===== config.mk =====
export PLATFORM = sky130hd
export DESIGN_NAME = vn3_sqrt_cell
export DESIGN_NICKNAME = d
export VERILOG_FILES = /design/src/rtl/vn3_pkg.sv /design/src/rtl/vn3_sqrt_cell.sv
export SDC_FILE = /design/constraint.sdc
export NUM_CORES = 1
export LEC_CHECK = 0
export ABC_AREA = 1
export BUFFER_PORTS_ARGS = -buffer_cell sky130_fd_sc_hd__buf_4
export CAP_MARGIN = 20
export CORE_AREA = 4 4 171 173
export DETAILED_ROUTE_END_ITERATION = 7
export DIE_AREA = 0 0 175 177
export REMOVE_ABC_BUFFERS = 1
export SLEW_MARGIN = 40
export SYNTH_ARGS = -nofsm -noshare
export SYNTH_HDL_FRONTEND = slang
export SYNTH_SLANG_ARGS = --single-unit

===== constraint.sdc =====
create_clock -name clock -period 14.6 [get_ports clock]
set_input_delay 0 -clock clock [delete_from_list [all_inputs] [get_ports clock]]
set_output_delay 0 -clock clock [all_outputs]
set_load 0.03 [all_outputs]

===== src/rtl/vn3_pkg.sv =====
// vn3_pkg: shared widths, types and stage records for the 3d vector normalizer
// used by every file under rtl; no dependencies
`default_nettype none
package vn3_pkg;
   localparam int FRAC_BITS = 16;
   localparam int IN_W   = 24;
   localparam int UNIT_W = 18;
   localparam int LEN_W  = 24;
   localparam int EPS_W  = 50;
   localparam int SQ_W   = 2 * IN_W;                // sum of three squares needs 48 bits
   localparam int MAG_W  = IN_W;                    // |c| up to 2^23
   localparam int NUM_W  = MAG_W + FRAC_BITS;       // dividend width
   localparam int RT_BITS = (SQ_W + 1) / 2;         // root bits, 24
   localparam int QB     = FRAC_BITS + 1;           // quotient bits, magnitude <= 1.0
   localparam int RREM_W = RT_BITS + 2;
   localparam int DREM_W = LEN_W + 1;
   localparam logic [EPS_W-1:0] EPS_RESET = EPS_W'(430);
   localparam logic [UNIT_W-1:0] ONE_UNIT = UNIT_W'(1) << FRAC_BITS;
   localparam logic [LEN_W-1:0]  ONE_LEN  = LEN_W'(1) << FRAC_BITS;

   typedef struct packed {
      logic               valid;
      logic               degen;
      logic [SQ_W-1:0]    rad;    // remaining radicand bits, shifted left
      logic [RREM_W-1:0]  rrem;
      logic [RT_BITS-1:0] root;
      logic [2:0]         neg;
      logic [NUM_W-1:0]   mag_x;
      logic [NUM_W-1:0]   mag_y;
      logic [NUM_W-1:0]   mag_z;
   } sqrt_stage_type;

   typedef struct packed {
      logic              valid;
      logic              degen;
      logic [LEN_W-1:0]  len;
      logic [2:0]        neg;
      logic [NUM_W-1:0]  num_x;
      logic [NUM_W-1:0]  num_y;
      logic [NUM_W-1:0]  num_z;
      logic [DREM_W-1:0] rem_x;
      logic [DREM_W-1:0] rem_y;
      logic [DREM_W-1:0] rem_z;
      logic [QB-1:0]     q_x;
      logic [QB-1:0]     q_y;
      logic [QB-1:0]     q_z;
   } div_stage_type;
endpackage
`default_nettype wire


===== src/rtl/vn3_sqrt_cell.sv =====
// vn3_sqrt_cell: one restoring square-root digit per cell, registered
// depends on vn3_pkg
`default_nettype none
module vn3_sqrt_cell (
   input  wire logic                    clock,
   input  wire logic                    reset,
   input  wire logic                    enable,
   input  vn3_pkg::sqrt_stage_type      stage_in,
   output vn3_pkg::sqrt_stage_type      stage_out
);
   vn3_pkg::sqrt_stage_type stage_ff, stage_ff_in;
   logic [vn3_pkg::RREM_W-1:0] trial, cand;

   always_comb begin
      stage_ff_in = stage_in;
      cand  = {stage_in.rrem[vn3_pkg::RREM_W-3:0], stage_in.rad[vn3_pkg::SQ_W-1 -: 2]};
      trial = {stage_in.root, 2'b01};
      stage_ff_in.rad = stage_in.rad << 2;
      if (cand >= trial) begin
         stage_ff_in.rrem = cand - trial;
         stage_ff_in.root = {stage_in.root[vn3_pkg::RT_BITS-2:0], 1'b1};
      end else begin
         stage_ff_in.rrem = cand;
         stage_ff_in.root = {stage_in.root[vn3_pkg::RT_BITS-2:0], 1'b0};
      end
   end

   always_ff @(posedge clock) begin
      if (reset) begin
         stage_ff.valid <= 1'b0;
      end else if (enable) begin
         stage_ff <= stage_ff_in;
      end
   end

   assign stage_out = stage_ff;
endmodule
`default_nettype wire


; ---- After elaboration in Yosys (flattened, before gate mapping)
; Cells that the tools add are included.
[word_totals]
reg_bits = 221
in_bits = 226
out_inout_bits = 223
elab_cells = 14
[classes]
n_addsub = 1
n_lt_le_gt_ge = 1
muxes = 1
bitwise_logic = 1
reduce_logical = 1
[ops]
columns = cell, n
row1 = $mux 50, 1
row2 = $ge 26x26->1, 1
row3 = $sub 26x26->26, 1
row4 = $reduce_and 2->1, 1
row5 = $not 1->1, 1

; ---- Depth between registers and ports, before layout
; Gate-level depths: netlist (run 1).
[depth]
word_depth = 2
depth_mapped = 13
ltp_nobuf = 13

; ---- Worst setup path before layout (run 1)
; OpenSTA, ideal clock, no wires.
[synth_timing]
path_kind = input port to flip-flop
startpoint = in enable
endpoint = reg stage_ff, in the netlist stage_out[0], enable pin
setup_time_ns = 0.811
t_arrival_ns = 9.277
required_time_ns = 13.789
setup_slack_ns = 4.512
stages = 2
n_path_buf = 0
cell_sequence = inv_1 > nor2_1
[synth_between]
elab_chain_cells = 1
[synth_lines]
columns = element, line_no
row1 = start: declaration, vn3_sqrt_cell.sv:7  ; input wire logic enable,
row2 = $reduce_and 2->1 (no line), --
row3 = end signal: assignment, vn3_sqrt_cell.sv:32  ; stage_ff <= stage_ff_in;
row4 = end: declaration, vn3_sqrt_cell.sv:11  ; vn3_pkg::sqrt_stage_type stage_ff, stage_ff_in;
; No other way between the ends.
; A chain may end at the register's enable or synchronous reset.

==> results.md, run 1 <==
- Clk_lat worst skew: 0.52 ns
- Outcome: finished, final reports clean
- Routability cong.: 0.9076
- Total GRT Usage: 21.63%
- Worst-Margin Slew: 0.7473 ns
- Routed len/inst: 19.32 um
- DR WL met3: 2669 um
- VDD IR-drop max: 0.00008454 V
- Share of the synthesized area in the top cell type: 72.44%
- Pleak: 7.245 nW
- Finished Cell Area: 15910 um^2
- Fmax: 0.3723 GHz
- Seq/Total Area, Yosys: 72.66%
- H-tree levels: 1
- CP Data Arrival Time: 2.96 ns
- Max-cap violations: 0
- Crit Path Class: input pin to flop
- Layout Skew: 0 ns
- Reg2Reg Depth: 3
- Vias in the first global route: 8098
- Seq cells post-synth: 221
- Switch share: 28.22%
- Combinational share of power: 21.9%
- Worst R2R End: stage_out[222]
- Crit-path max cell delay: 0.61 ns
- Top delay family on crit path: simple AND/OR/NAND/NOR gates
- Final Cycle Share: 18.40%
- Top Layer Used: met4
- RR Startpoint: stage_out[222]
- DRC Markers: 0
- Buf/Inv on CP: 4
- WP data required: 14.87 ns
- Vias per std cell: 4.375
- Most frequent CP cell: nand2_1
- Largest area contributor in the netlist: edfxtp_1
- Syn-to-layout area delta: 74.43%
- Die area: 30980 um^2
- CP max-delay cell: dlygate4sd3_1
- Post-Route Setup TNS: 0 ns
- Clock power share: 34.1%
- Synth Instances: 734
- DRT met1 WL: 13040 um
- Worst-path clk slew: 0.06 ns
- Final Max Slew Viols: 0
- Die X: 175 um
- Final setup violation count: 0
- Relative slew slack: 50.18%
- Placed Area: 12900 um^2
- Final antenna-violating net count: 0
- Largest net degree at the start of global routing: 77
- Max Fanout on Critical Path: 37
- Most common cell after layout, fill and taps aside: buf_4
- Worst hold start: enable
- Post-Syn Area: 9120 um^2
- Post-DP HPWL: 25100 um
- Layout fillers: 2292
- Hold EP: stage_out[128]
- Worst hold margin: 0.01569 ns
- Commonest cells after routing, fill and taps aside: buf_4, dlygate4sd3_1, edfxtp_1, nand2_1, inv_1
- Largest register FFs: 221
- Ys Warns: 0
- Initial antenna violation count: 5
- Reg2Reg Setup Slack: 13.48 ns
- Iteration count of the initial detailed-routing pass: 4
- Hold depth: 3
- Boundary Pins: 449
- Clk Tree Root Cell: clkbuf_16
- Minimum clock period: 2.686 ns
- Die Span Y: 177 um
- Netlist cell types: 32
- Port Buffers: 444
- Final nets: 1675
- Worst-path cell chain: dlygate4sd3_1, buf_4, inv_1, ha_1, nand2_1, inv_1, nand2_1, nand2_1, nand2_1, nand2_1, a21oi_4, nand3_4, nand3_1, nand2_1
- CTS Buffer Depth: 3
- Num rows: 61
- Worst setup SP type: input pin
- Synth top area cells: edfxtp_1, nand2_1, inv_1
- DR iter-0 viols: 477
- Beginning of the critical path: stage_in[133]
- GR Overflow Total: 0
- Clock tree from TritonCTS: built
- Post-route setup slack: 11.91 ns
- Sequential power share: 44.0%
- Worst hold path type: input pin to flop
- Dpl ws: 11.96 ns
- Drt total wl: 35320 um
- Core Region: 27630 um^2
- Internal: 1.249 mW
- Switching pwr: 0.4913 mW
- Setup crit end kind: flop
- Clk sinks: 221
- Starting Density: 33.01%
- DR vias: 7997
- Syn_area_per_cell: 12.43 um^2
- RSZ-0062 raised after global routing: false
- Cts bufs inserted: 26
- Final Hold Viols: 0
- Wire length on met2: 18180 um
- Share of cells above drive strength 1: 34.67%
- First-pass GRT wire length: 50350 um
- Cell Pwr Density: 109.4 nW/um^2
## timing repair
item	4_1_cts	5_1_grt
resized for setup	0	0
hold endpoints to repair	239	0
hold buffers	221	0
buffers inserted	0	0
setup endpoints to repair	0	0
## through the flow
step / utilization, % / std cells / power (mW)
after floorplan: - / 727 / 0.9616
after global placement: 46.68 / 1552 / 1.102
after CTS: 57.50 / 1820 / 1.757
after detailed placement: 46.71 / 1552 / 1.105
final: 57.58 / 1828 / 1.741
after global routing: 57.54 / 1824 / 1.818
## metal layers
layer / GRT usage, % / up-vias
li1: - / 3840
met1: 23.98 / 3737
met2: 39.77 / 339
met3: 6.046 / 81
met4: 7.758 / 0
met5: 0 / -
## tightest hold or removal path: stages
cell	delay (ns)
buf_4	0.11
inv_1	0.10
nor2_4	0.13
## Yosys cell counts (all sizes together)
cell,instances
and2,2
xnor2,1
o21ai,12
dfxtp,1
nor3b,1
edfxtp,220
inv,131
ha,26
nand2,212
nor2,33
xor2,13
nand4,23
nand3,29
clkbuf,1
nand3b,4
buf,7
a21oi,14
o21bai,2
conb,1
or2,1
## power by group through the flow
| stage | logic, mW | registers (mW) | clock network, mW |
|---|---|---|---|
| 2_1_floorplan | 0.0852 | 0.876 | 0 |
| 3_3_place_gp | 0.326 | 0.776 | 0 |
| 3_5_place_dp | 0.329 | 0.777 | 0 |
| 4_1_cts | 0.382 | 0.764 | 0.611 |
| 5_1_grt | 0.407 | 0.769 | 0.641 |
| 6_report | 0.382 | 0.766 | 0.593 |
## kinds of logic after synthesis
logic type	after synthesis	share of synthesized area (%)
buffers and inverters	139	6.078
AO/OA/AOI/OAI	28	1.838
XOR/XNOR	14	1.345
AND/OR/NAND/NOR	305	14.47
other	1	0.04112
adder cells (fa/ha/maj)	26	3.567
flip-flops	221	72.66
## worst max-delay path by stage
stage	endpoint	slack, ns	cells past startpoint
after floorplan	stage_out[0]	4.51	2
after global placement	stage_out[168]	11.92	13
after detailed placement	stage_out[168]	11.96	13
after CTS	stage_out[168]	11.87	14
after global routing	stage_out[168]	11.67	14
final	stage_out[168]	11.91	14
## cell type report
| type | count | area [um^2] | share of cell area [%] |
|---|---|---|---|
| inverter | 131 | 491.7 | 3.091 |
| sequential | 221 | 6626 | 41.65 |
| clock buffer | 31 | 690.7 | 4.342 |
| antenna | 8 | 20.02 | 0.1258 |
| timing repair buffer | 668 | 5575 | 35.05 |
| multi-input combinational | 375 | 1951 | 12.26 |
| tap | 378 | 473.0 | 2.973 |
| clock inverter | 16 | 80.08 | 0.5034 |
Power figures use the tool's default switching activity.
==> run 2: changes to the inputs <==
Clock period 14.6 ns to 2.66 ns, I/O delays scaled along.
==> run 2 against run 1 <==
Net effect: non-clock buffer count rose by 4; flip-flop and latch count stayed put; first-iteration DRC count decreased by 3.8%; die area unchanged; cell area is 1.1% higher; total power rose to 5.7 times the previous value; critical path type unchanged.
==> results.md, run 2 (synthesized netlist as in run 1, its figures left out) <==
- Post-DP HPWL: 25180 um (+0.32%)
- Worst setup SP type: input pin
- H-tree levels: 1 (unchanged)
- Internal: 7.282 mW (+480%)
- Total GRT Usage: 21.33% (-0.30 points)
- Clk Tree Root Cell: clkbuf_16
- Initial antenna violation count: 5 (unchanged)
- Setup crit end kind: flop
- Commonest cells after routing, fill and taps aside: buf_4, dlygate4sd3_1, edfxtp_1, nand2_1, inv_1
- Routed len/inst: 19.01 um (-1.6%)
- CP Data Arrival Time: 2.32 ns (-0.64 ns)
- Final setup violation count: 0 (unchanged)
- Die X: 175 um (unchanged)
- Worst hold margin: 0.1314 ns (+0.1157 ns)
- Worst hold path type: input pin to flop
- CTS Buffer Depth: 3 (unchanged)
- GR Overflow Total: 0 (unchanged)
- Core Region: 27630 um^2 (unchanged)
- Minimum clock period: 2.052 ns
- Final Util: 58.20% (+0.62 points)
- Layout Cells excl Fill: 1826 (-0.11%)
- DRC Markers: 0 (unchanged)
- Clk_lat worst skew: 0.52 ns (about the same)
- Boundary Pins: 449 (unchanged)
- Most common cell after layout, fill and taps aside: buf_4
- Layout fillers: 2257 (-1.5%)
- Port Buffers: 444 (unchanged)
- Die Span Y: 177 um (unchanged)
- Clock tree from TritonCTS: built
- DR vias: 7935 (-0.78%)
- Combinational share of power: 21.1% (-0.8 points)
- First-pass GRT wire length: 50560 um (+0.43%)
- Total power: 9.974 mW (+470%)
- Clock power share: 36.8% (+2.7 points)
- Syn-to-layout area delta: 76.31%
- Layout Skew: 0 ns (unchanged)
- Largest register FFs: 221 (unchanged)
- Vias per std cell: 4.346 (-0.67%)
- Num rows: 61 (unchanged)
- Switching pwr: 2.692 mW (+450%)
- WP data required: 2.93 ns (-11.94 ns)
- Share of cells above drive strength 1: 35.55% (+0.87 points)
- Routability cong.: 0.9259 (+2.0%)
- Post-CTS Resized: 0 (unchanged)
- Drt total wl: 34710 um (-1.7%)
- RSZ-0062 raised after global routing: false
- Final Cycle Share: 77.14%
- Die area: 30980 um^2 (unchanged)
- Clk sinks: 221 (unchanged)
- Max-cap violations: 0 (unchanged)
- Largest net degree at the start of global routing: 128 (+66%)
- Final Hold Viols: 0 (unchanged)
- Starting Density: 33.01% (unchanged)
- Crit Path Class: input pin to flop
- Setup bufs post-CTS: 0 (unchanged)
- Vias in the first global route: 8417 (+3.9%)
- Relative slew slack: 50.42% (+0.23 points)
- Cell Pwr Density: 620.3 nW/um^2 (+470%)
- Iteration count of the initial detailed-routing pass: 4 (unchanged)
- Final nets: 1679 (+0.24%)
- VDD IR-drop max: 0.0004046 V (+380%)
- Cts bufs inserted: 26 (unchanged)
- Reg2Reg Setup Slack: 1.55 ns (-11.93 ns)
- CTS Hold Bufs: 221 (unchanged)
- Post-Route Setup TNS: 0 ns (unchanged)
- Outcome: finished, final reports clean
- Sequential power share: 42.1% (-1.9 points)
- Switch share: 26.99% (-1.2 points)
- DR iter-0 viols: 459 (-3.8%)
- Fmax: 0.4873 GHz
- Worst-Margin Slew: 0.7438 ns (-0.003522 ns)
- Max Fanout on Critical Path: 12 (-68%)
- Pleak: 7.340 nW (+1.3%)
- Worst-path clk slew: 0.06 ns (about the same)
- Cells after DPL: 1556 (+0.26%)
- Final antenna-violating net count: 0 (unchanged)
- Final Max Slew Viols: 0 (unchanged)
run 2: cell types whose count changed in the layout (fill, tap and decap cells not counted), moves of 3 or more:
cell	previous run	this run
bufinv_16	0	3
clkinv_1	8	0
clkbuf_8	0	4
buf_12	0	3
diode_2	8	2
buf_4	445	448
run 2: area by class of cell:
cell class	instances	area [um^2]	area share [%]
well taps	378	473.0	2.941
multi-input cells	375	1951	12.13
inverters	131	491.7	3.058
clock buffers	33	738.2	4.591
diodes	2	5.005	0.03113
repair buffers	672	5635	35.05
flip-flops and latches	221	6626	41.21
clock inverters	14	158.9	0.9882
run 2: layer usage:
metal,wire length [um],track usage (%),vias up
met3,2122,4.465,84
met5,56,0,-
li1,-,-,3838
met4,1521,8.511,8
met1,13240,24.65,3721
met2,17760,38.78,284
run 2: final timing paths:
check | from | endpoint | depth (start not counted)
setup / recovery | stage_in[133] | stage_out[150] | 15
hold / removal | stage_in[146] | stage_out[172] | 6
setup reg to reg | stage_out[222] | stage_out[222] | 3
hold reg to reg | stage_out[222] | stage_out[222] | 3
run 2: stage by stage:
stage | instance area, um^2 | setup WS [ns]
final | 16080 | 0.6080
after global routing | 16080 | 0.4020
after CTS | 16070 | 0.6178
after detailed placement | 12960 | 0.6250
after global placement | 12960 | 0.6482
after floorplan | 9061 | -7.428
run 2: worst max-delay path, cell delays in order:
cell	delay [ns]
dlygate4sd3_1	0.60
buf_4	0.15
inv_1	0.04
ha_1	0.34
nand2_1	0.12
inv_1	0.04
nand2_1	0.06
nand2_1	0.07
nand2_1	0.06
nand2_1	0.10
a21oi_4	0.17
nand3_4	0.20
buf_4	0.24
nand2_1	0.07
o21ai_1	0.07
run 2: power by group through the flow:
stage,registers (mW),logic (mW),clock network (mW)
floorplan,4.81,0.467,0
global placement,4.26,1.80,0
detailed placement,4.26,1.82,0
CTS,4.19,2.11,3.77
global route,4.22,2.24,3.92
finish,4.20,2.10,3.67
