`src/rtl/vn3_pkg.sv`:
```
// vn3_pkg: shared widths, types and stage records for the 3d vector normalizer
// used by every file under rtl; no dependencies
`default_nettype none
package vn3_pkg;
   localparam int FRAC_BITS = 16;
   localparam int IN_W   = 24;
   localparam int UNIT_W = 18;
   localparam int LEN_W  = 24;
   localparam int EPS_W  = 50;
   localparam int SQ_W   = 2 * IN_W;                // sum of three squares needs 48 bits
   localparam int MAG_W  = IN_W;                    // |c| up to 2^23
   localparam int NUM_W  = MAG_W + FRAC_BITS;       // dividend width
   localparam int RT_BITS = (SQ_W + 1) / 2;         // root bits, 24
   localparam int QB     = FRAC_BITS + 1;           // quotient bits, magnitude <= 1.0
   localparam int RREM_W = RT_BITS + 2;
   localparam int DREM_W = LEN_W + 1;
   localparam logic [EPS_W-1:0] EPS_RESET = EPS_W'(430);
   localparam logic [UNIT_W-1:0] ONE_UNIT = UNIT_W'(1) << FRAC_BITS;
   localparam logic [LEN_W-1:0]  ONE_LEN  = LEN_W'(1) << FRAC_BITS;

   typedef struct packed {
      logic               valid;
      logic               degen;
      logic [SQ_W-1:0]    rad;    // remaining radicand bits, shifted left
      logic [RREM_W-1:0]  rrem;
      logic [RT_BITS-1:0] root;
      logic [2:0]         neg;
      logic [NUM_W-1:0]   mag_x;
      logic [NUM_W-1:0]   mag_y;
      logic [NUM_W-1:0]   mag_z;
   } sqrt_stage_type;

   typedef struct packed {
      logic              valid;
      logic              degen;
      logic [LEN_W-1:0]  len;
      logic [2:0]        neg;
      logic [NUM_W-1:0]  num_x;
      logic [NUM_W-1:0]  num_y;
      logic [NUM_W-1:0]  num_z;
      logic [DREM_W-1:0] rem_x;
      logic [DREM_W-1:0] rem_y;
      logic [DREM_W-1:0] rem_z;
      logic [QB-1:0]     q_x;
      logic [QB-1:0]     q_y;
      logic [QB-1:0]     q_z;
   } div_stage_type;
endpackage
`default_nettype wire

```
`src/rtl/vn3_div_cell.sv`:
```
// vn3_div_cell: one restoring division bit for all three components
// depends on vn3_pkg
`default_nettype none
module vn3_div_cell (
   input  wire logic                   clock,
   input  wire logic                   reset,
   input  wire logic                   enable,
   input  vn3_pkg::div_stage_type      stage_in,
   output vn3_pkg::div_stage_type      stage_out
);
   vn3_pkg::div_stage_type stage_ff, stage_ff_in;

   function automatic logic [vn3_pkg::DREM_W:0] div_bit(
      input logic [vn3_pkg::DREM_W-1:0] rem, input logic nb,
      input logic [vn3_pkg::LEN_W-1:0] len);
      logic [vn3_pkg::DREM_W-1:0] c;
      c = {rem[vn3_pkg::DREM_W-2:0], nb};
      if (c >= {1'b0, len}) div_bit = {1'b1, c - {1'b0, len}};
      else div_bit = {1'b0, c};
   endfunction

   logic [vn3_pkg::DREM_W:0] rx, ry, rz;

   always_comb begin
      stage_ff_in = stage_in;
      rx = div_bit(stage_in.rem_x, stage_in.num_x[vn3_pkg::NUM_W-1], stage_in.len);
      ry = div_bit(stage_in.rem_y, stage_in.num_y[vn3_pkg::NUM_W-1], stage_in.len);
      rz = div_bit(stage_in.rem_z, stage_in.num_z[vn3_pkg::NUM_W-1], stage_in.len);
      stage_ff_in.num_x = stage_in.num_x << 1;
      stage_ff_in.num_y = stage_in.num_y << 1;
      stage_ff_in.num_z = stage_in.num_z << 1;
      stage_ff_in.rem_x = rx[vn3_pkg::DREM_W-1:0];
      stage_ff_in.rem_y = ry[vn3_pkg::DREM_W-1:0];
      stage_ff_in.rem_z = rz[vn3_pkg::DREM_W-1:0];
      stage_ff_in.q_x = {stage_in.q_x[vn3_pkg::QB-2:0], rx[vn3_pkg::DREM_W]};
      stage_ff_in.q_y = {stage_in.q_y[vn3_pkg::QB-2:0], ry[vn3_pkg::DREM_W]};
      stage_ff_in.q_z = {stage_in.q_z[vn3_pkg::QB-2:0], rz[vn3_pkg::DREM_W]};
   end

   always_ff @(posedge clock) begin
      if (reset) begin
         stage_ff.valid <= 1'b0;
      end else if (enable) begin
         stage_ff <= stage_ff_in;
      end
   end

   assign stage_out = stage_ff;
endmodule
`default_nettype wire

```
`config.mk`:
```
export PLATFORM = sky130hd
export DESIGN_NAME = vn3_div_cell
export DESIGN_NICKNAME = d
export VERILOG_FILES = /design/src/rtl/vn3_pkg.sv /design/src/rtl/vn3_div_cell.sv
export SDC_FILE = /design/constraint.sdc
export NUM_CORES = 1
export LEC_CHECK = 0
export BUFFER_PORTS_ARGS = -buffer_cell sky130_fd_sc_hd__buf_2
export CORE_AREA = 10 10 206 208
export DETAILED_ROUTE_END_ITERATION = 10
export DIE_AREA = 0 0 216 218
export PLACE_DENSITY = 0.56
export SLEW_MARGIN = 10
export SYNTH_ARGS = -nofsm -noshare
export SYNTH_HDL_FRONTEND = slang
export SYNTH_SLANG_ARGS = --single-unit
```
`constraint.sdc`:
```
create_clock -name clock -period 18.8 [get_ports clock]
set_input_delay 0.94 -clock clock [delete_from_list [all_inputs] [get_ports clock]]
set_output_delay 0.94 -clock clock [all_outputs]
set_load 0.05 [all_outputs]
```
## After elaboration in Yosys (flattened, before gate mapping)

Cells that the tools add are included.

- $add $sub $neg: 3
- Order comparisons: 3
- Muxes and demuxes: 3
- Bitwise operators: 1
- Reductions and logical operators: 1

Operators by type and width:

| cell | number |
|---|---|
| $mux W26 | 3 |
| $ge A25 B24 Y1 | 3 |
| $sub A25 B24 Y25 | 3 |
| $reduce_and A2 Y1 | 1 |
| $not A1 Y1 | 1 |

- Register bits after elaboration: 272
- Input port bits: 278
- Output and inout port bits: 275
- Logic and storage cells: 24

## Longest topological paths before layout

Gate-level depths: netlist (run 1).

- Word-level depth: 2
- Mapped depth: 14
- Mapped depth without buffers: 13

## Worst setup path before layout (run 1)

No wires, ideal clock.

- Path type: input port to flip-flop
- Start point: input reset
- End point: register stage_ff (netlist bit stage_out[0]) (enable)
- Library setup time: 945 ps
- Data arrival time: 12920 ps
- Required time: 17855 ps
- Slack: 4935 ps
- Stages: 1
- Buffers on the path: 0
- Cells stage by stage: nor2b_1

- Longest elaborated chain between the ends: 2

RTL lines:

| element | RTL line | source |
|---|---|---|
| from (decl) | vn3_div_cell.sv:6 | `input wire logic reset,` |
| $not A1 Y1 (no source line) | -- |  |
| $reduce_and A2 Y1 (no source line) | -- |  |
| to (signal assigned) | vn3_div_cell.sv:44 | `stage_ff <= stage_ff_in;` |
| to (decl) | vn3_div_cell.sv:11 | `vn3_pkg::div_stage_type stage_ff, stage_ff_in;` |

Every way passes these cells.
A chain may end at the register's enable or synchronous reset.

## Worst setup path after layout (run 1)

- Start point: input stage_in[250] (netlist name)
- End point: register stage_ff (netlist bit stage_out[106]), data pin

- Longest elaborated chain between the ends: 2
- Elaborated cells between the ends (all ways): 3
- Those cells by class: 1 x add/sub; 1 x order compare; 1 x mux

RTL lines:

| element | RTL line | source |
|---|---|---|
| from (decl) | vn3_div_cell.sv:8 | `input vn3_pkg::div_stage_type stage_in,` |
| $sub A25 B24 Y25 / $ge A25 B24 Y1 (equally long branches) | vn3_div_cell.sv:18 | `if (c >= {1'b0, len}) div_bit = {1'b1, c - {1'b0, len}};` |
| $mux W26 * | vn3_div_cell.sv:18 |  |
| net rx, one bit | vn3_div_cell.sv:22 | `logic [vn3_pkg::DREM_W:0] rx, ry, rz;` |

The timed path passes the listed nets; every way through them passes the cells marked *.

==> qor.yml, run 1 <==
status:
  status: "complete, no violations"
sta:
  rsz0062_at_grt: "false"
  clock_skew_ns: 0
  slew_viol_final: 0
  max-slew-margin-rel: 0.299
  hold_viol_final: 0
  finalSetupViolCount: 0
  postLayoutSetupSlackWorst_ns: 14.79
  tightest_slew_ns: 1.05
  fmax_mhz: 249
  period_share: 0.213
  period_needed_ns: 4.01
  setup_tns_ns: 0
die:
  coreArea_um2: 38300
  initial_core_util: 0.333
  rows: 72
  die_area_um2: 47100
  die_w_um: 216
  io_pins: 553
  die_h_um: 218
routing:
  first_pass_iters: 5
  ant_nets: 0
  wl_per_cell_um: 23.6
  num_vias: 10086
  drtIter0Drc: 617
  routed_wl_um: 49000
  drc: 0
  vias_per_cell: 4.86
final_layout:
  fill_cells: 3577
  largest_reg_flops: 272
  stdcell_count: 2077
  synthToLayoutAreaGrowth_pct: 33.9
  final_layout_size_suffix_gt1_frac: 0.401
  final_cell_area_um2: 17100
  final_nets: 1884
logic_synthesis:
  ys_seq_area_frac: 0.640
  yosys.cell_types.count: 64
  synth_edf_count: 271
  syn_inst: 972
  synth-seq-cells: 272
  syn_area_per_cell_um2: 13.1
  synth_flop_cell: "edfxtp_1"
  synthArstFlopShare: 0
  synth_warnings: 0
  synth_area_um2: 12800
pwr:
  p_clk_frac: 0.344
  comb_power_share: 0.245
  p_leak_nw: 7.36
  peakVddDrop_mv: 0.0616
  pwr-share-seq: 0.410
  p_switching_mw: 0.581
  power.density_nw_per_um2: 105
  switching_share: 0.323
  p_int_mw: 1.22
clocking:
  cts_buffers: 31
  clockBufferDepth: 3
  clkTransAtPathRegs_ns: 0.06
  cts-root-buf: "clkbuf_16"
  cts_tree: "done"
  insertion_delay_ns: 0.55
  cts.sinks: 272
  hold_buffers: 0
  cts_setup_buffers: 0
  cts_resized: 0
  cts_max_level: 1
job:
  drv_cap: 0
placement:
  dp_hpwl_um: 40400
  placedCellCount: 2016
  place_ws_ns: 14.21
  place_area_um2: 16000
  port-buffer-count: 543
  gp_congestion: 0.873
setup_path:
  crit_path_end_kind: "flop"
  arrival_ns: 4.32
  reg2reg_slack_ns: 18.20
  worstRegToRegCells: 2
  critPathLaunch: "stage_in[250]"
  cp-endpoint: "stage_out[106]"
  reg2reg_to: "stage_out[274]"
  cp_max_fo: 34
  cp-start-kind: "input port"
  crit_type: "input port to flop"
  cp.required_ns: 19.11
  rr_startpoint: "stage_out[274]"
min_path:
  hold_class: "flop to flop"
grt:
  gr-total-overflow: 0
  grt_pass1_wl_um: 69200
  grt_max_degree: 79
  grt_pass1_vias: 10180
  antenna_found_initial: 23
  grt_usage: 0.197
-- cell usage in the layout (no fill, tap or decap), drive strengths merged, types with 8 or more instances in the layout --
| cell | n |
|---|---|
| xor2 | 26 |
| nand2 | 101 |
| nor3 | 8 |
| nand3 | 13 |
| nand4 | 12 |
| inv | 54 |
| buf | 549 |
| clkinv | 11 |
| a21oi | 71 |
| o21ai | 93 |
| a211oi | 13 |
| xnor2 | 29 |
| ha | 72 |
| nor2 | 36 |
| a21o | 36 |
| edfxtp | 271 |
| clkbuf | 36 |
| nand2b | 11 |
-- per-stage QoR --
step	hold WS [ns]	power [mW]	util
floorplan	0.733	1.08	-
global placement	0.534	1.19	0.419
detailed placement	0.527	1.20	0.419
CTS	0.509	1.82	0.446
global route	0.514	1.87	0.446
finish	0.542	1.80	0.446
-- worst max-delay path, cell delays in order --
cell	delay (ns)
buf_2	0.10
inv_1	0.29
ha_1	0.32
nor2b_1	0.14
o2111ai_1	0.25
a31oi_1	0.22
o31a_2	0.40
o21ai_2	0.18
o31a_1	0.24
o211a_1	0.42
buf_4	0.41
mux2_2	0.38
-- per-layer routing --
layer / GRT usage / up-vias / part of all wire
li1: - / 4788 / -
met2: 0.372 / 379 / 0.53
met4: 0.0513 / 32 / 0.025
met5: 0 / - / 0.0047
met1: 0.199 / 4799 / 0.35
met3: 0.0746 / 88 / 0.090
-- cell families after synthesis --
family	synth area share
flops	0.640
compound gates	0.135
simple gates	0.0746
buf+inv	0.0269
fa+ha+maj	0.0754
xor+xnor	0.0378
mux	0.0101
other cells	0.000294
-- synth_stat cells (10+ instances only) --
cell type	count	area, um2
nor2_1	36	135
nand3_1	13	65.1
ha_1	72	901
nand2_1	101	379
clkbuf_1	10	37.5
o21ai_0	83	415
a211oi_1	11	82.6
a21o_1	36	270
edfxtp_1	271	8140
xor2_1	26	228
inv_1	54	203
nand4_1	12	75.1
xnor2_1	29	254
nand2b_1	11	68.8
a21oi_1	69	345
-- power by group through the flow --
stage / logic (mW) / clock network, mW / registers [mW]
global placement: 0.443 / 0 / 0.750
finish: 0.442 / 0.619 / 0.738
CTS: 0.447 / 0.637 / 0.739
detailed placement: 0.445 / 0 / 0.751
global route: 0.472 / 0.659 / 0.743
floorplan: 0.148 / 0 / 0.929
-- worst min path at each step --
stage              startpoint             end  cells past startpoint
3_3_place_gp   stage_out[274]  stage_out[274]                      2
6_report       stage_out[274]  stage_out[274]                      2
5_1_grt         stage_in[140]  stage_out[141]                      1
4_1_cts         stage_in[140]  stage_out[141]                      1
2_1_floorplan  stage_out[274]  stage_out[274]                      2
3_5_place_dp   stage_out[274]  stage_out[274]                      2
-- final cells by class --
| cell class | instances | area, um2 | share of cell area |
|---|---|---|---|
| diodes | 6 | 15.0 | 0.000879 |
| clock buffers | 36 | 795 | 0.0465 |
| clock inverters | 19 | 234 | 0.0137 |
| inverters | 54 | 203 | 0.0119 |
| multi-input cells | 623 | 4270 | 0.250 |
| flip-flops and latches | 272 | 8160 | 0.478 |
| well taps | 518 | 648 | 0.0379 |
| repair buffers | 549 | 2760 | 0.162 |
Note: power is estimated with default switching activity, not from simulation.
==> run 2, diff against run 1 <==
--- a/config.mk
+++ b/config.mk
@@ -5,11 +5,13 @@
 export SDC_FILE = /design/constraint.sdc
 export NUM_CORES = 1
 export LEC_CHECK = 0
+export ABC_AREA = 1
 export BUFFER_PORTS_ARGS = -buffer_cell sky130_fd_sc_hd__buf_2
-export CORE_AREA = 10 10 206 208
+export CORE_ASPECT_RATIO = 0.5
+export CORE_MARGIN = 10
+export CORE_UTILIZATION = 50
 export DETAILED_ROUTE_END_ITERATION = 10
-export DIE_AREA = 0 0 216 218
-export PLACE_DENSITY = 0.56
+export PLACE_DENSITY = 0.77
 export SLEW_MARGIN = 10
 export SYNTH_ARGS = -nofsm -noshare
 export SYNTH_HDL_FRONTEND = slang
==> constraint.sdc (replaced) <==
create_clock -name clock -period 3.75 [get_ports clock]
set_input_delay 0.1875 -clock clock [delete_from_list [all_inputs] [get_ports clock]]
set_output_delay 0.1875 -clock clock [all_outputs]
set_load 0.05 [all_outputs]
==> run 2 against run 1 <==
Against the previous run:
- total power rose to 5.0 times the previous value
- combinational power grew to 6.2 times the previous value
- clock power rose to 4.1 times the previous value
- first-iteration DRC count grew to 2.6 times the previous value
- routed wire length up 38%
- core utilization grew 29 points
- setup slack got worse by 14 ns
- synthesized cell count increased by 75%
- die area shrank 20%
- final area increased by 26%
- flip-flop and latch count did not move
- cell count up 41%
- critical path type unchanged
- critical endpoint is now stage_out[97]
- largest power group unchanged
==> qor.yml, run 2 <==
status:
  status: "complete, no violations"  # unchanged
sta:
  rsz0062_at_grt: "false"  # unchanged
  max-slew-margin-rel: 0.231  # was 0.299
  finalSetupViolCount: 0  # unchanged
  clock_skew_ns: 0  # unchanged
  hold_viol_final: 0  # unchanged
  setup_tns_ns: 0  # unchanged
  whs_ns: 0.0178  # was 0.542 ns
  fmax_mhz: 298
  period_needed_ns: 3.35
  postLayoutSetupSlackWorst_ns: 0.399  # was 14.79 ns
  period_share: 0.894
  slew_viol_final: 0  # unchanged
  tightest_slew_ns: 1.15  # was 1.05 ns
logic_synthesis:
  ys_seq_area_frac: 0.544  # was 0.640
  synth_most_common_cell: "nand2_1"  # was edfxtp_1
  synth_edf_count: 271  # unchanged
  yosysTopAreaCellShare: 0.543  # was 0.638
  synth_area_leaders: "edfxtp_1, nand2_1, inv_1"  # was edfxtp_1, ha_1, o21ai_0
  syn_area_per_cell_um2: 8.82  # was 13.1 um2
  synth_flop_cell: "edfxtp_1"  # unchanged
  synthArstFlopShare: 0  # unchanged
  synth_area_um2: 15000  # was 12800 um2
  syn_inst: 1699  # was 972
  synth_top_area_cell: "edfxtp_1"  # unchanged
  synth_warnings: 0  # unchanged
  yosys.cell_types.count: 30  # was 64
  synth-seq-cells: 272  # unchanged
  synth_common_cells: "nand2_1, inv_1, edfxtp_1"  # was edfxtp_1, nand2_1, o21ai_0
grt:
  grt_pass1_wl_um: 96700  # was 69200 um
  antenna_found_initial: 10  # was 23
  gr-total-overflow: 0  # unchanged
  grt_max_degree: 95  # was 79
  grt_usage: 0.342  # was 0.197
  grt_pass1_vias: 14715  # was 10180
routing:
  top_layer: "met4"  # was met5
  wl_met3_um: 5700  # was 4420 um
  drtIter0Drc: 1581  # was 617
  drc: 0  # unchanged
  num_vias: 15429  # was 10086
  dr_wl_met2_um: 33000  # was 26000 um
  wl_per_cell_um: 23.0  # was 23.6 um
  drt-met1-wl_um: 25200  # was 17100 um
  ant_nets: 0  # unchanged
  routed_wl_um: 67500  # was 49000 um
  first_pass_iters: 6  # was 5
  vias_per_cell: 5.26  # was 4.86
min_path:
  whs_path_depth: 3  # was 2
  hold_class: "input port to flop"  # was flop to flop
die:
  initial_core_util: 0.512  # was 0.333
  rows: 44  # was 72
  die_area_um2: 37700  # was 47100 um2
  die_h_um: 142  # was 218 um
  die_w_um: 265  # was 216 um
  coreArea_um2: 29300  # was 38300 um2
  io_pins: 553  # unchanged
final_layout:
  mostFrequentLayoutCell: "nand2_1"  # was buf_2
  final_nets: 2865  # was 1884
  layout_common_cells: "nand2_1, buf_2, inv_1"  # was buf_2, edfxtp_1, nand2_1
  fill_cells: 2125  # was 3577
  postLayoutCoreUtil: 0.734  # was 0.446
  synthToLayoutAreaGrowth_pct: 43.4  # was 33.9%
  stdcell_count: 2931  # was 2077
  largest_reg_flops: 272  # unchanged
  final_cell_area_um2: 21500  # was 17100 um2
  final_layout_size_suffix_gt1_frac: 0.246  # was 0.401
pwr:
  peakVddDrop_mv: 0.330  # was 0.0616 mV
  p_leak_nw: 10.8  # was 7.36 nW
  power.total_mw: 9.02  # was 1.80 mW
  power.density_nw_per_um2: 420  # was 105 nW/um2
setup_path:
  cp-start-kind: "input port"  # unchanged
  cp_max_fo: 27  # was 34
  worstRegToRegCells: 3  # was 2
  reg2reg_slack_ns: 2.41  # was 18.20 ns
  cp.required_ns: 4.08  # was 19.11 ns
  crit_type: "input port to flop"  # unchanged
  crit_path_end_kind: "flop"  # unchanged
  arrival_ns: 3.68  # was 4.32 ns
placement:
  place_ws_ns: 0.466  # was 14.21 ns
  gp_congestion: 0.980  # was 0.873
  placedCellCount: 2620  # was 2016
  place_area_um2: 18100  # was 16000 um2
  dp_hpwl_um: 49500  # was 40400 um
  port-buffer-count: 543  # unchanged
clocking:
  cts-root-buf: "clkbuf_16"  # unchanged
  clkTransAtPathRegs_ns: 0.07  # was 0.06 ns
  cts.sinks: 272  # unchanged
  cts_tree: "done"  # unchanged
  insertion_delay_ns: 0.55  # about the same
  cts_max_level: 1  # unchanged
  cts_buffers: 25  # was 31
  clockBufferDepth: 3  # unchanged
  cts_setup_buffers: 0  # unchanged
job:
  drv_cap: 0  # unchanged
run 2: final timing paths:
path	startpoint	endpoint
setup / recovery	stage_in[259]	stage_out[97]
setup reg to reg	stage_out[274]	stage_out[274]
hold reg to reg	stage_out[274]	stage_out[274]
hold / removal	stage_in[65]	stage_out[66]
run 2: kinds of logic after synthesis:
group                    after synthesis  share of synthesized area
AND/OR/NAND/NOR                      963                      0.275
buffers and inverters                313                     0.0833
flip-flops                           272                      0.544
adder cells (fa/ha/maj)               75                     0.0641
AO/OA/AOI/OAI                         44                     0.0151
XOR/XNOR                              31                     0.0181
other                                  1                   0.000250
run 2: timing repair:
action	4_1_cts	5_1_grt
endpoints found under the hold margin	255	0
gates resized for setup	0	0
hold buffers	256	0
run 2: area by class of cell:
cell class | count | area [um2] | share of cell area
Clock buffer | 26 | 629 | 0.0293
Timing Repair Buffer | 805 | 5350 | 0.249
Sequential cell | 272 | 8160 | 0.380
Tap cell | 391 | 489 | 0.0228
Antenna cell | 10 | 25.0 | 0.00116
Inverter | 292 | 1110 | 0.0516
Multi-Input combinational cell | 1116 | 5600 | 0.260
Clock inverter | 19 | 139 | 0.00646
run 2: critical path: stages:
cell	delay [ns]
dlygate4sd3_1	0.54
buf_2	0.13
inv_1	0.22
ha_1	0.34
nand2_1	0.19
nor2_2	0.09
nand2_1	0.12
nor2_1	0.07
nand2_1	0.09
nand2_1	0.07
nor2_2	0.85
nand2_4	0.44
nand3_1	0.25
nand2_1	0.08
run 2: per-layer routing:
layer / GRT usage / vias up
li1: - / 7119
met1: 0.403 / 7246
met2: 0.594 / 882
met3: 0.0693 / 182
met4: 0.169 / 0
met5: 0 / -
run 2: report_power, final:
| group | internal [mW] | total [mW] | switching, mW |
|---|---|---|---|
| Sequential | 3.64 | 3.72 | 0.0770 |
| Clock | 1.31 | 2.56 | 1.25 |
| Combinational | 0.789 | 2.75 | 1.96 |
==> run 3, diff against run 2 <==
--- a/config.mk
+++ b/config.mk
@@ -5,13 +5,13 @@
 export SDC_FILE = /design/constraint.sdc
 export NUM_CORES = 1
 export LEC_CHECK = 0
-export ABC_AREA = 1
+export ABC_AREA = 0
 export BUFFER_PORTS_ARGS = -buffer_cell sky130_fd_sc_hd__buf_2
-export CORE_ASPECT_RATIO = 0.5
-export CORE_MARGIN = 10
-export CORE_UTILIZATION = 50
+export CORE_AREA = 10 10 206 208
 export DETAILED_ROUTE_END_ITERATION = 10
-export PLACE_DENSITY = 0.77
+export DIE_AREA = 0 0 216 218
+export HOLD_SLACK_MARGIN = 0.05
+export PLACE_DENSITY = 0.56
 export SLEW_MARGIN = 10
 export SYNTH_ARGS = -nofsm -noshare
 export SYNTH_HDL_FRONTEND = slang
==> run 3 against run 2 <==
Against the previous run:
- non-clock buffer count rose by 21
- combinational power fell by 9.5%
- register-to-register slack improved by 0.17 ns
- sequential share of layout area rose by 3.2 points
- sequential power barely moved
- largest cell class unchanged
- highest routed layer is now met5
==> qor.yml, run 3 (synthesized netlist as in run 1, its figures left out) <==
pwr:
  p_leak_nw: 8.52  # was 10.8 nW
  switching_share: 0.327  # was 0.365
  p_clk_frac: 0.324  # was 0.283
  pwr-share-seq: 0.404  # was 0.412
  p_switching_mw: 3.00  # was 3.29 mW
  comb_power_share: 0.272  # was 0.305
  power.density_nw_per_um2: 463  # was 420 nW/um2
  p_int_mw: 6.18  # was 5.73 mW
  peakVddDrop_mv: 0.361  # was 0.330 mV
setup_path:
  path_delay_family: "compound AO/OA/AOI/OAI gates"  # was simple AND/OR/NAND/NOR gates
  crit_type: "input port to flop"  # unchanged
  crit_path_end_kind: "flop"  # unchanged
  cp_max_fo: 29  # was 27
  cp-start-kind: "input port"  # unchanged
  path_cells: "dlygate4sd3_1, buf_2, inv_1, ha_1, nand2b_1, a21oi_1, o311ai_1, and4bb_4, o211ai_2, a31o_2, a21boi_4, mux2_2"  # was dlygate4sd3_1, buf_2, inv_1, ha_1, nand2_1, nor2_2, nand2_1, nor2_1, nand2_1, nand2_1, nor2_2, nand2_4, nand3_1, nand2_1
  arrival_ns: 3.71  # was 3.68 ns
  rr_startpoint: "stage_out[274]"  # unchanged
  reg2reg_slack_ns: 2.58  # was 2.41 ns
  reg2reg_to: "stage_out[274]"  # unchanged
  crit_cells: 12  # was 14
  slowest_delay_ns: 0.59  # was 0.85 ns
  worstRegToRegCells: 3  # unchanged
  cp.required_ns: 4.06  # was 4.08 ns
  crit_path_top_delay_cell: "a21boi_4"  # was nor2_2
  worst-path-buf-inv: 3  # unchanged
sta:
  whs_ns: 0.327  # was 0.0178 ns
  finalSetupViolCount: 0  # unchanged
  clock_skew_ns: 0  # unchanged
  fmax_mhz: 294  # was 298 MHz
  hold_viol_final: 0  # unchanged
  period_share: 0.908  # was 0.894
  setup_tns_ns: 0  # unchanged
  tightest_slew_ns: 0.823  # was 1.15 ns
  slew_viol_final: 0  # unchanged
  period_needed_ns: 3.40  # was 3.35 ns
  rsz0062_at_grt: "false"  # unchanged
  postLayoutSetupSlackWorst_ns: 0.345  # was 0.399 ns
  max-slew-margin-rel: 0.451  # was 0.231
die:
  die_area_um2: 47100  # was 37700 um2
  initial_core_util: 0.333  # was 0.512
  rows: 72  # was 44
  die_h_um: 218  # was 142 um
  coreArea_um2: 38300  # was 29300 um2
  die_w_um: 216  # was 265 um
  io_pins: 553  # unchanged
final_layout:
  largest_reg_flops: 272  # unchanged
  mostFrequentLayoutCell: "buf_2"  # was nand2_1
  layout_common_cells: "buf_2, dlygate4sd3_1, edfxtp_1"  # was nand2_1, buf_2, inv_1
  final_layout_size_suffix_gt1_frac: 0.343  # was 0.246
  final_nets: 2161  # was 2865
  multi_input_area_um2: 4270  # was 5600 um2
  final-seq-area_um2: 8160  # unchanged
  fill_cells: 3310  # was 2125
  stdcell_count: 2359  # was 2931
  synthToLayoutAreaGrowth_pct: 55.6  # was 43.4%
placement:
  dp_hpwl_um: 40600  # was 49500 um
  port-buffer-count: 543  # unchanged
  place_ws_ns: 0.311  # was 0.466 ns
  gp_congestion: 0.881  # was 0.980
  placedCellCount: 2022  # was 2620
routing:
  drtIter0Drc: 713  # was 1581
  routed_wl_um: 52400  # was 67500 um
  vias_per_cell: 4.79  # was 5.26
  wl_per_cell_um: 22.2  # was 23.0 um
  drc: 0  # unchanged
  ant_nets: 0  # unchanged
  first_pass_iters: 5  # was 6
  num_vias: 11291  # was 15429
clocking:
  cts_buffers: 31  # was 25
  clkTransAtPathRegs_ns: 0.06  # was 0.07 ns
  cts-root-buf: "clkbuf_16"  # unchanged
  cts.sinks: 272  # unchanged
  cts_max_level: 1  # unchanged
  insertion_delay_ns: 0.57  # was 0.55 ns
  clockBufferDepth: 3  # unchanged
  cts_resized: 0  # unchanged
  cts_tree: "done"  # unchanged
status:
  status: "complete, no violations"  # unchanged
grt:
  gr-max-usage-layer: "met2"  # unchanged
  grt_pass1_vias: 11731  # was 14715
  grt_util_met2: 0.400  # was 0.594
  gr-total-overflow: 0  # unchanged
  grt_max_degree: 140  # was 95
  use_met1: 0.219  # was 0.403
  antenna_found_initial: 11  # was 10
  grt_usage: 0.212  # was 0.342
  grt_pass1_wl_um: 75600  # was 96700 um
  grt_util_met3: 0.0553  # was 0.0693
min_path:
  whs_path_depth: 2  # was 3
  hold_class: "input port to flop"  # unchanged
  worstHoldStart: "stage_in[188]"  # was stage_in[65]
  min_to: "stage_out[189]"  # was stage_out[66]
job:
  drv_cap: 0  # unchanged
-- run 3: worst register-to-register path, cell delays in order (launching register included) --
cell,delay [ns]
dfxtp_1,0.31
mux2i_1,0.14
nor2_1,0.06
dlygate4sd3_1,0.55
-- run 3: layout make-up --
| class | count | share of cell area |
|---|---|---|
| tap | 518 | 0.0327 |
| antenna | 9 | 0.00113 |
| timing repair buffer | 826 | 0.280 |
| inverter | 54 | 0.0102 |
| clock buffer | 37 | 0.0402 |
| clock inverter | 20 | 0.00965 |
| multi-input combinational | 623 | 0.215 |
| sequential | 272 | 0.411 |
-- run 3: repair_timing --
item | in CTS | in global routing
hold endpoints to repair | 270 | 0
setup buffers | 0 | 0
hold buffers | 271 | 0
-- run 3: power groups by stage --
stage | Clock [mW] | Combinational, mW | Sequential [mW]
after floorplan | 0 | 0.745 | 4.62
after global placement | 0 | 2.23 | 3.77
after detailed placement | 0 | 2.25 | 3.77
after CTS | 3.06 | 2.51 | 3.71
after global routing | 3.18 | 2.66 | 3.73
final | 2.98 | 2.49 | 3.71
-- run 3: worst max-delay path by stage --
| stage | start | endpoint | slack, ns |
|---|---|---|---|
| after global routing | stage_in[250] | stage_out[59] | 0.15 |
| after global placement | stage_in[250] | stage_out[52] | 0.37 |
| final | stage_in[250] | stage_out[59] | 0.35 |
| after CTS | stage_in[250] | stage_out[52] | 0.36 |
| after floorplan | enable | stage_out[0] | -0.92 |
| after detailed placement | stage_in[250] | stage_out[52] | 0.31 |
-- run 3: per-layer routing --
metal | share of wire | vias to the layer above | wire length (um)
li1 | - | 5351 | -
met5 | 0.00078 | - | 41
met1 | 0.36 | 5409 | 18700
met4 | 0.037 | 6 | 1950
met3 | 0.072 | 79 | 3750
met2 | 0.53 | 446 | 27900
-- run 3: per-stage QoR --
stage | utilization | area (um2) | power, mW
floorplan | - | 12800 | 5.36
global placement | 0.421 | 16100 | 6.00
detailed placement | 0.421 | 16100 | 6.02
CTS | 0.518 | 19800 | 9.28
global route | 0.518 | 19800 | 9.57
finish | 0.518 | 19800 | 9.18
